===== config.mk =====
export PLATFORM = sky130hd
export DESIGN_NAME = strip_sensor_frame_qualifier
export DESIGN_NICKNAME = d
export VERILOG_FILES = /design/src/rtl/ssfq_pkg.sv /design/src/rtl/strip_sensor_frame_qualifier.sv /design/src/rtl/ssfq_parser.sv /design/src/rtl/ssfq_qualifier.sv
export SDC_FILE = /design/constraint.sdc
export NUM_CORES = 1
export LEC_CHECK = 0
export ABC_AREA = 1
export BUFFER_PORTS_ARGS = -buffer_cell sky130_fd_sc_hd__buf_2
export CORE_UTILIZATION = 50
export CTS_BUF_LIST = sky130_fd_sc_hd__clkbuf_4
export CTS_CLUSTER_SIZE = 20
export DETAILED_ROUTE_END_ITERATION = 6
export PLACE_DENSITY_LB_ADDON = 0.1
export SYNTH_ARGS = -nofsm -noshare
export SYNTH_HDL_FRONTEND = slang
export SYNTH_SLANG_ARGS = --single-unit

===== constraint.sdc =====
create_clock -name clk_i -period 8.45 [get_ports clk_i]
set_clock_uncertainty 0.15 [all_clocks]
set_input_delay 0.4225 -clock clk_i [delete_from_list [all_inputs] [get_ports clk_i]]
set_output_delay 0.4225 -clock clk_i [all_outputs]
set_load 0.01 [all_outputs]

===== src/rtl/ssfq_pkg.sv =====
// ----------------------------------------------------------------------------
// ssfq_pkg
// Shared types and constants for the strip sensor frame qualifier.
// ----------------------------------------------------------------------------
package ssfq_pkg;

  localparam logic [7:0]  HDR_BYTE   = 8'hAA;
  localparam int unsigned SECOND_BIT = 12;
  localparam logic [11:0] NO_STRIP   = 12'h7FF;

  // configuration register indexes
  localparam logic [1:0] CFG_PRESENT_RUN = 2'd0;
  localparam logic [1:0] CFG_ABSENT_RUN  = 2'd1;
  localparam logic [1:0] CFG_TIMEOUT     = 2'd2;

  typedef struct packed {
    logic [3:0] present_run_needed;
    logic [3:0] absent_run_needed;
    logic [3:0] frame_timeout_ticks;
  } ssfq_cfg_t;

  // input item as held in the input register
  typedef struct packed {
    logic       byte_valid;
    logic [7:0] rx_byte;
    logic       test_pin;
    logic       clear_present;
  } ssfq_item_t;

  // completed frame seen by the parser in the current tick
  typedef struct packed {
    logic        good;
    logic        bad;
    logic [15:0] word;
  } ssfq_frame_t;

endpackage


===== src/rtl/strip_sensor_frame_qualifier.sv =====
// ----------------------------------------------------------------------------
// strip_sensor_frame_qualifier
// Parses 4-byte strip sensor frames, one tick per transaction, and qualifies
// the strip present flag over runs of frames.
// ----------------------------------------------------------------------------
// Usage:
//   Each input transaction is one tick: an optional received byte plus the
//   test pin and consumer clear. Each tick gives exactly one result
//   transaction with the present flag, last good reading and frame status.
//   The input is captured in an input register, the tick is evaluated in one
//   pass of logic and written to the result register, which drives
//   out_valid_o; a held result can stall the tick between the two
//   registers. The block takes one tick per cycle while out_stall_i is
//   low.
//   The result register is the state itself, so when out_stall_i is high the
//   held result stays put; the input register still takes one more tick, and
//   in_stall_o rises only when both stages are full.
//   Configuration writes (index 0 present run, 1 absent run, 2 frame
//   timeout) are taken in any cycle; cfg_ready_o is always high. Write them
//   only while no tick is in flight.
//   Reset clears the parser, run counters, flags and held reading to zero
//   and all three thresholds to 3.
// ----------------------------------------------------------------------------
module strip_sensor_frame_qualifier (
  input  logic        clk_i,
  input  logic        rst_ni,
  input  logic        in_valid_i,
  output logic        in_stall_o,
  input  logic        byte_valid_i,
  input  logic [7:0]  rx_byte_i,
  input  logic        test_pin_i,
  input  logic        clear_present_i,
  output logic        out_valid_o,
  input  logic        out_stall_i,
  output logic        strip_present_o,
  output logic        second_strip_o,
  output logic [11:0] strip_reading_o,
  output logic        frame_good_o,
  output logic        frame_bad_o,
  input  logic        cfg_valid_i,
  output logic        cfg_ready_o,
  input  logic [1:0]  cfg_index_i,
  input  logic [3:0]  cfg_data_i
);
  import ssfq_pkg::*;

  ssfq_cfg_t   cfg_q;
  ssfq_item_t  item_q;
  ssfq_frame_t frame;
  logic        item_valid_q;
  logic        out_valid_q;
  logic        good_q, bad_q;
  logic        out_free;
  logic        advance;

  assign out_free   = !out_valid_q || !out_stall_i;
  assign advance    = item_valid_q && out_free;
  assign in_stall_o = item_valid_q && !out_free;
  assign cfg_ready_o = 1'b1;

  always_ff @(posedge clk_i or negedge rst_ni) begin
    if (!rst_ni) begin
      cfg_q.present_run_needed  <= 4'd3;
      cfg_q.absent_run_needed   <= 4'd3;
      cfg_q.frame_timeout_ticks <= 4'd3;
    end else if (cfg_valid_i) begin
      unique case (cfg_index_i)
        CFG_PRESENT_RUN: cfg_q.present_run_needed  <= cfg_data_i;
        CFG_ABSENT_RUN:  cfg_q.absent_run_needed   <= cfg_data_i;
        CFG_TIMEOUT:     cfg_q.frame_timeout_ticks <= cfg_data_i;
        default:         ;
      endcase
    end
  end

  // input register
  always_ff @(posedge clk_i or negedge rst_ni) begin
    if (!rst_ni) begin
      item_valid_q <= 1'b0;
    end else if (!in_stall_o) begin
      item_valid_q <= in_valid_i;
    end
  end

  always_ff @(posedge clk_i) begin
    if (in_valid_i && !in_stall_o) begin
      item_q.byte_valid    <= byte_valid_i;
      item_q.rx_byte       <= rx_byte_i;
      item_q.test_pin      <= test_pin_i;
      item_q.clear_present <= clear_present_i;
    end
  end

  ssfq_parser u_parser (
    .clk_i,
    .rst_ni,
    .advance_i       (advance),
    .item_i          (item_q),
    .timeout_ticks_i (cfg_q.frame_timeout_ticks),
    .frame_o         (frame)
  );

  ssfq_qualifier u_qualifier (
    .clk_i,
    .rst_ni,
    .advance_i (advance),
    .item_i    (item_q),
    .frame_i   (frame),
    .cfg_i     (cfg_q),
    .present_o (strip_present_o),
    .second_o  (second_strip_o),
    .reading_o (strip_reading_o)
  );

  // result register status bits
  always_ff @(posedge clk_i or negedge rst_ni) begin
    if (!rst_ni) begin
      out_valid_q <= 1'b0;
      good_q      <= 1'b0;
      bad_q       <= 1'b0;
    end else if (out_free) begin
      out_valid_q <= item_valid_q;
      if (advance) begin
        good_q <= frame.good;
        bad_q  <= frame.bad;
      end
    end
  end

  assign out_valid_o  = out_valid_q;
  assign frame_good_o = good_q;
  assign frame_bad_o  = bad_q;

  a_good_bad_excl: assert property (@(posedge clk_i) disable iff (!rst_ni)
    !(frame_good_o && frame_bad_o))
    else $error("frame reported both good and bad");

  a_stall_only_when_full: assert property (@(posedge clk_i) disable iff (!rst_ni)
    in_stall_o |-> (out_valid_o && out_stall_i && item_valid_q))
    else $error("input stalled with room in the pipeline");

  a_clear_wins: assert property (@(posedge clk_i) disable iff (!rst_ni)
    (advance && item_q.clear_present) |=> (out_valid_o && !strip_present_o))
    else $error("present flag not cleared by consumer");

  a_result_follows_item: assert property (@(posedge clk_i) disable iff (!rst_ni)
    advance |=> out_valid_o)
    else $error("evaluated tick produced no result");

endmodule


===== src/rtl/ssfq_parser.sv =====
// ----------------------------------------------------------------------------
// ssfq_parser
// Byte-level frame parser: header hunt, data capture, checksum and timeout.
// ----------------------------------------------------------------------------
module ssfq_parser (
  input  logic                 clk_i,
  input  logic                 rst_ni,
  input  logic                 advance_i,
  input  ssfq_pkg::ssfq_item_t item_i,
  input  logic [3:0]           timeout_ticks_i,
  output ssfq_pkg::ssfq_frame_t frame_o
);
  import ssfq_pkg::*;

  typedef enum logic [1:0] {
    ST_HEADER,
    ST_HIGH,
    ST_LOW,
    ST_CHECK
  } step_e;

  step_e       step_q, step_d;
  logic [3:0]  timeout_q, timeout_d;
  logic [15:0] word_q, word_d;
  logic [7:0]  sum;

  assign sum = HDR_BYTE + word_q[15:8] + word_q[7:0];

  always_comb begin
    step_d        = step_q;
    timeout_d     = timeout_q;
    word_d        = word_q;
    frame_o.good  = 1'b0;
    frame_o.bad   = 1'b0;
    frame_o.word  = word_q;
    if (item_i.byte_valid) begin
      unique case (step_q)
        ST_HEADER: begin
          if (item_i.rx_byte == HDR_BYTE) begin
            step_d    = ST_HIGH;
            timeout_d = timeout_ticks_i;
          end
        end
        ST_HIGH: begin
          word_d = {8'h00, item_i.rx_byte};
          step_d = ST_LOW;
        end
        ST_LOW: begin
          word_d = {word_q[7:0], item_i.rx_byte};
          step_d = ST_CHECK;
        end
        ST_CHECK: begin
          frame_o.good = (item_i.rx_byte == sum);
          frame_o.bad  = (item_i.rx_byte != sum);
          step_d       = ST_HEADER;
          timeout_d    = 4'd0;
        end
        default: step_d = ST_HEADER;
      endcase
    end else if (timeout_q != 4'd0) begin
      timeout_d = timeout_q - 4'd1;
      // partial frame dropped when the count runs out
      if (timeout_q == 4'd1) begin
        step_d = ST_HEADER;
      end
    end
  end

  always_ff @(posedge clk_i or negedge rst_ni) begin
    if (!rst_ni) begin
      step_q    <= ST_HEADER;
      timeout_q <= 4'd0;
      word_q    <= 16'h0000;
    end else if (advance_i) begin
      step_q    <= step_d;
      timeout_q <= timeout_d;
      word_q    <= word_d;
    end
  end

endmodule


===== src/rtl/ssfq_qualifier.sv =====
// ----------------------------------------------------------------------------
// ssfq_qualifier
// Run counters and present flag; holds the reading of the last good frame.
// ----------------------------------------------------------------------------
module ssfq_qualifier (
  input  logic                  clk_i,
  input  logic                  rst_ni,
  input  logic                  advance_i,
  input  ssfq_pkg::ssfq_item_t  item_i,
  input  ssfq_pkg::ssfq_frame_t frame_i,
  input  ssfq_pkg::ssfq_cfg_t   cfg_i,
  output logic                  present_o,
  output logic                  second_o,
  output logic [11:0]           reading_o
);
  import ssfq_pkg::*;

  logic        present_q, present_d;
  logic        second_q, second_d;
  logic [11:0] reading_q, reading_d;
  logic [3:0]  present_run_q, present_run_d;
  logic [3:0]  absent_run_q, absent_run_d;
  logic [3:0]  present_inc, absent_inc;

  assign present_inc = present_run_q + 4'd1;
  assign absent_inc  = absent_run_q + 4'd1;

  always_comb begin
    present_d     = present_q | item_i.test_pin;
    second_d      = second_q;
    reading_d     = reading_q;
    present_run_d = present_run_q;
    absent_run_d  = absent_run_q;
    if (frame_i.good) begin
      second_d  = frame_i.word[SECOND_BIT];
      reading_d = frame_i.word[11:0];
      if (frame_i.word[11:0] != NO_STRIP) begin
        absent_run_d = 4'd0;
        if (present_inc >= cfg_i.present_run_needed) begin
          present_run_d = 4'd0;
          present_d     = 1'b1;
        end else begin
          present_run_d = present_inc;
        end
      end else begin
        present_run_d = 4'd0;
        if (absent_inc >= cfg_i.absent_run_needed) begin
          absent_run_d = 4'd0;
          present_d    = 1'b0;
        end else begin
          absent_run_d = absent_inc;
        end
      end
    end
    // consumer clear is applied last in the tick
    if (item_i.clear_present) begin
      present_d = 1'b0;
    end
  end

  always_ff @(posedge clk_i or negedge rst_ni) begin
    if (!rst_ni) begin
      present_q     <= 1'b0;
      second_q      <= 1'b0;
      reading_q     <= 12'h000;
      present_run_q <= 4'd0;
      absent_run_q  <= 4'd0;
    end else if (advance_i) begin
      present_q     <= present_d;
      second_q      <= second_d;
      reading_q     <= reading_d;
      present_run_q <= present_run_d;
      absent_run_q  <= absent_run_d;
    end
  end

  assign present_o = present_q;
  assign second_o  = second_q;
  assign reading_o = reading_q;

endmodule


==> flow_metrics.tcl, run 1 <==
set metrics [dict create \
    cp_max_fo 23 \
    die_area_um2 8120 \
    ys_seq_area_frac 0.474 \
    ys.flop_type "dfrtp_1" \
    yosysTopAreaCellShare 0.348 \
    crit_path_top_delay_cell "and2_1" \
    drtIter0Drc 160 \
    timing.final.crit_share 0.415 \
    insertion_delay_ns 0.43 \
    cp_num_buf_inv 2 \
    root_buffer "clkbuf_4" \
    grt_pass1_wl_mm 13.6 \
    cts.sinks 71 \
    syn_nets 521 \
    syn_inst 469 \
    synth_top_area_cell "dfrtp_1" \
    rows 31 \
    synth_common_cells "nand2_1 (147), inv_1 (64), dfrtp_1 (54), nand3_1 (41), o21ai_0 (36)" \
    critical-path-top-delay-family "simple AND/OR/NAND/NOR gates" \
    cpMostUsedCell "nand2_1" \
    dp.final_hpwl_mm 5.53 \
    ant_nets 0 \
    report.final.slew_viol_count 0 \
    worstSetupPathType "reg2reg" \
    period_minus_slack_ns 3.51 \
    ys_ff_latch 71 \
    status "finished, violations left" \
    via_count 3077 \
    setup_slack_ns 4.94 \
    syn-cell-area_um2 3880 \
    clock_path_buffers 2 \
    port_buffers 39 \
    cp.required_ns 8.62 \
    end_kind "flop" \
    gp_congestion 0.871 \
    io_pins 41 \
    drt_wl_total_mm 7.48 \
    power_density_nw_per_um2 282 \
    hold_slack_ns -0.0168 \
    clkTransAtPathRegs_ns 0.13 \
    core_region_area_um2 7370 \
    drv_cap 0 \
    synth-async-reset-ratio 0.845 \
    die_h_um 90.1 \
    vias_per_cell 5.03 \
    max_stage_delay_ns 0.70 \
    route.detailed.drc 0 \
    worstPathCellList "inv_1, ha_1, inv_1, ha_1, fa_1, xnor2_1, nand3_1, nor2_1, nand2_1, nor2_2, and2_1, nand2_4, nand2_1, nand2_1" \
    critPathArrivalTime_ns 3.68 \
    maxSlewHeadroom 0.409 \
    grt_remaining_overflow 0 \
    grt_max_degree 61 \
    cts_resized 0 \
    hold_viol_final 6 \
    nets 560 \
    synth.most_common_cell "nand2_1" \
    place_ws_ns 4.97 \
    cts_buffers 9 \
    die_x_um 90.1 \
    drive_gt1_frac 0.127 \
    worst_slew_pin_slew_ns 0.873 \
    violations "negative hold slack" \
    cts_tree "built" \
    grt_antenna_before_repair 0 \
    hp-class "in2async" \
    htreeDepth 3 \
    p_leak_uw 0.00238 \
    grt_usage 0.209 \
    synth_edf_count 11 \
    wl_per_cell_um 12.2 \
    yosys-top-cells-area "dfrtp_1 (35%), nand2_1 (14%), ha_1 (9.3%)" \
    diodes 0 \
    cts_hold_buf 0 \
    dr.pass1.iters 4 \
    synth.distinct_cells 31 \
    fmax_mhz 285 \
    cts_setup_buffers 0 \
    grt_setup_unrepaired "no" \
    grt_pass1_vias 2996 \
    setup_tns_ns 0 \
    area_growth_pct 10.4 \
    start_kind "flop" \
    start_util 0.527 \
    setup_viol 0 \
    avgSynthCellArea_um2 8.28 \
    peakVddDrop_mv 0.150 \
    yosysWarnings 0 \
]
==> final timing paths <==
| check | start | endpoint | slack, ns | depth (start not counted) |
|---|---|---|---|---|
| min | rst_ni | u_parser.timeout_q[2] | -0.02 | 2 |
| min reg2reg | u_qualifier.reading_o[3] | u_qualifier.reading_o[3] | 0.33 | 2 |
| max | u_parser.word_q[1] | u_qualifier.reading_o[2] | 4.94 | 14 |
| max reg2reg | u_parser.word_q[1] | u_qualifier.reading_o[2] | 4.94 | 14 |
| min in group clk_i | rx_byte_i[3] | item_q[5] | 0.02 | 1 |
| max in group asynchronous | rst_ni | u_parser.word_q[2] | 7.64 | 2 |
==> layer usage <==
layer / GRT usage / routed length, µm / vias to the layer above
met5: 0 / 0 / -
met4: 0.0941 / 133 / 0
met3: 0.0330 / 325 / 13
met2: 0.331 / 3160 / 73
met1: 0.283 / 3860 / 1408
li1: - / - / 1583
==> through the flow <==
stage,std cells,cell area (µm²),hold WS (ns),total power [µW],utilization
floorplan,469,3880,-0.0231,855,-
global placement,596,4130,0.302,953,0.560
detailed placement,596,4130,0.305,967,0.560
CTS,612,4290,0.000449,1220,0.582
global route,612,4290,0.000612,1330,0.582
finish,612,4290,-0.0168,1210,0.582
==> cells in the final DEF, fill, tap and decap left out, types with 2 or more instances in the layout <==
master       n
a21oi_1      6
buf_2       39
buf_4        2
bufinv_16    2
clkbuf_4    10
dfrtp_1     54
dfstp_2      6
edfxtp_1    11
ha_1        29
inv_1       64
nand2_1    147
nand3_1     41
nand4_1     10
nor2_1      21
nor2_2       2
nor3_1       6
o21ai_0     36
xnor2_1      8
xor2_1       5
==> flip-flops by register name (all words and copies together) (netlist names) <==
name and count:
u_parser.word_q 16, cfg_q 12, u_qualifier.reading_o 12, item_q 11, u_parser.timeout_q 4, u_qualifier.absent_run_q 4, u_qualifier.present_run_q 4, u_parser.step_q 2
frame_bad_o 1, frame_good_o 1, item_valid_q 1, out_valid_o 1, u_qualifier.present_o 1, u_qualifier.second_o 1
==> where the power goes <==
part / switching [µW] / leakage [µW] / internal, µW
registers: 69.0 / 0.000885 / 414
clock network: 123 / 0.0000883 / 123
logic: 293 / 0.00140 / 187
==> area by class of cell <==
class	instances	area (µm²)
Fill cell	704	3080
Tap cell	99	124
Clock inverter	6	83.8
Multi-Input combinational cell	321	1720
Clock buffer	10	75.1
Sequential cell	71	1840
Inverter	64	240
Timing Repair Buffer	41	210
==> kinds of logic after synthesis <==
group | share of synthesized area
AO/OA/AOI/OAI | 0.0622
XOR/XNOR | 0.0293
adder cells (fa/ha/maj) | 0.0986
buffers and inverters | 0.0847
flip-flops | 0.474
other | 0.000966
AND/OR/NAND/NOR | 0.251
Note: power is estimated with default switching activity, not from simulation.
==> inputs of run 2 (changes only) <==
==> constraint.sdc (replaced) <==
create_clock -name clk_i -period 3.4 [get_ports clk_i]
set_clock_uncertainty 0.15 [all_clocks]
set_input_delay 0.17 -clock clk_i [delete_from_list [all_inputs] [get_ports clk_i]]
set_output_delay 0.17 -clock clk_i [all_outputs]
set_load 0.01 [all_outputs]
==> run 2 against run 1 <==
Against the previous run: the run now ends clean; via count increased by 2.4%; clock power increased to 2.5 times the previous value; final cell count increased by 3.8%; register-to-register slack got worse by 4.5 ns; combinational power increased to 2.5 times the previous value; die area unchanged; flip-flop and latch count unchanged; worst hold slack improved by 0.031 ns; core utilization increased by 3.1 points; largest power group is now combinational cells.
==> flow_metrics.tcl, run 2 (same netlist as run 1, synthesis figures left out) <==
set metrics [dict create \
    start_util 0.527 \
    period_minus_slack_ns 2.95 \
    max_stage_delay_ns 0.51 \
    grt_pass1_wl_mm 14.0 \
    ant_nets 0 \
    multiInputGateArea_um2 1720 \
    route.detailed.drc 0 \
    hp-class "in2reg" \
    rr_worst_depth 14 \
    hold_viol_final 0 \
    sw_frac_of_total 0.401 \
    critPathArrivalTime_ns 3.17 \
    die_area_um2 8120 \
    place_ws_ns 0.532 \
    grt_usage 0.215 \
    die_h_um 90.1 \
    clkTransAtPathRegs_ns 0.12 \
    stdcell_count 635 \
    diodes 0 \
    maxSlewHeadroom 0.367 \
    p_leak_uw 0.00248 \
    seq_power_share 0.395 \
    p_switching_uw 1220 \
    port_buffers 39 \
    timing.final.crit_share 0.868 \
    grt_setup_unrepaired "no" \
    dp.cells 598 \
    gp_congestion 0.878 \
    root_buffer "clkbuf_4" \
    rows 31 \
    hold_end "cfg_q[8]" \
    power_density_nw_per_um2 673 \
    status "complete, no violations" \
    core_region_area_um2 7370 \
    cts.sinks 71 \
    start_kind "flop" \
    regArea_um2 1840 \
    setup_slack_ns 0.448 \
    dr.pass1.iters 4 \
    cp.required_ns 3.62 \
    io_pins 41 \
    report.final.slew_viol_count 0 \
    clock_path_buffers 2 \
    cts_setup_buffers 0 \
    hold_path.startpoint "cfg_index_i[0]" \
    r2r-end "u_qualifier.reading_o[9]" \
    cts_buffers 9 \
    dp.final_hpwl_mm 5.49 \
    vias_per_cell 4.96 \
    nets 583 \
    worstSetupPathType "reg2reg" \
    setup_tns_ns 0 \
    area_growth_pct 16.3 \
    peakVddDrop_mv 0.391 \
    htreeDepth 3 \
    grt_antenna_before_repair 0 \
    power.share.combinational 0.401 \
    die_x_um 90.1 \
    end_kind "flop" \
    drtIter0Drc 172 \
    via_count 3150 \
    critical-path-top-delay-family "adder cells" \
    cp_max_fo 22 \
    r2r-start "u_parser.word_q[1]" \
    min_path_cells 4 \
    largest_reg_flops 16 \
    wl_per_cell_um 12.2 \
    worstPathCellList "inv_1, ha_1, inv_1, ha_1, fa_1, xnor2_1, nand3_1, nor2_1, nand2_1, nor2_2, and2_1, buf_4, nand3_1, nand2_1" \
    setup_viol 0 \
    r2r_slack_ns 0.45 \
    grt_pass1_vias 3175 \
    cp_num_buf_inv 3 \
    drive_gt1_frac 0.125 \
    clock_power_share 0.204 \
    cts_tree "built" \
    worst_slew_pin_slew_ns 0.950 \
    fillers 670 \
    final_common_cell "nand2_1" \
    insertion_delay_ns 0.42 \
    top_register "u_parser.word_q" \
    grt_max_degree 44 \
    grt_remaining_overflow 0 \
    drt_wl_total_mm 7.72 \
    drv_cap 0 \
    internal_power_uw 1820 \
    fmax_mhz 339 \
    crit_path_top_delay_cell "fa_1" \
    mostFrequentLayoutCells "nand2_1 (147), inv_1 (64), dfrtp_1 (54)" \
]
[run 2: changes by cell type in the layout (fill, tap and decap cells not counted), sizes merged]
cell	previous run	this run
buf	41	43
clkinv	3	4
dlygate4sd3	0	21
inv	65	64
[run 2: worst min-delay path, stage by stage]
cell,delay [ns]
buf_2,0.09
inv_1,0.04
nand3_1,0.18
o21ai_0,0.11
[run 2: layout make-up]
cell class / instances / share of cell area
repair buffers: 64 / 0.0964
flip-flops and latches: 71 / 0.407
multi-input cells: 321 / 0.380
clock inverters: 6 / 0.0191
clock buffers: 10 / 0.0166
well taps: 99 / 0.0274
inverters: 64 / 0.0532
[run 2: per-stage QoR]
step	hold WS [ns]	util	total power [µW]	area [µm²]
global placement	0.196	0.562	2360	4140
global route	0.0302	0.613	3330	4520
finish	0.0143	0.613	3040	4520
CTS	0.00177	0.613	3050	4520
detailed placement	0.198	0.562	2400	4140
floorplan	-0.276	-	2120	3880
[run 2: worst max path at each step]
stage	start	endpoint	slack, ns	depth (start not counted)
final	u_parser.word_q[1]	u_qualifier.reading_o[9]	0.45	14
after global routing	u_parser.word_q[1]	u_qualifier.present_run_q[1]	0.19	14
after CTS	u_parser.word_q[1]	u_qualifier.reading_o[9]	0.46	14
after detailed placement	u_parser.word_q[1]	u_qualifier.reading_o[9]	0.53	14
after global placement	u_parser.word_q[1]	u_qualifier.reading_o[9]	0.55	14
after floorplan	u_parser.word_q[1]	u_qualifier.absent_run_q[1]	0.71	16
[run 2: what timing repair did]
item,in CTS,in global routing
hold endpoints to repair,63,0
hold buffers,21,0
resized for setup,0,0
[run 2: power by group through the flow]
| stage | logic [µW] | clock network, µW | registers, µW |
|---|---|---|---|
| after detailed placement | 1180 | 0 | 1210 |
| after CTS | 1220 | 625 | 1200 |
| final | 1220 | 618 | 1200 |
| after floorplan | 966 | 0 | 1160 |
| after global routing | 1430 | 663 | 1230 |
| after global placement | 1160 | 0 | 1210 |
[run 2: metal layers]
| metal | global-route usage | vias up | wire [µm] |
|---|---|---|---|
| li1 | - | 1625 | - |
| met1 | 0.288 | 1452 | 3860 |
| met2 | 0.348 | 62 | 3470 |
| met3 | 0.0338 | 11 | 245 |
| met4 | 0.0927 | 0 | 145 |
| met5 | 0 | - | 0 |
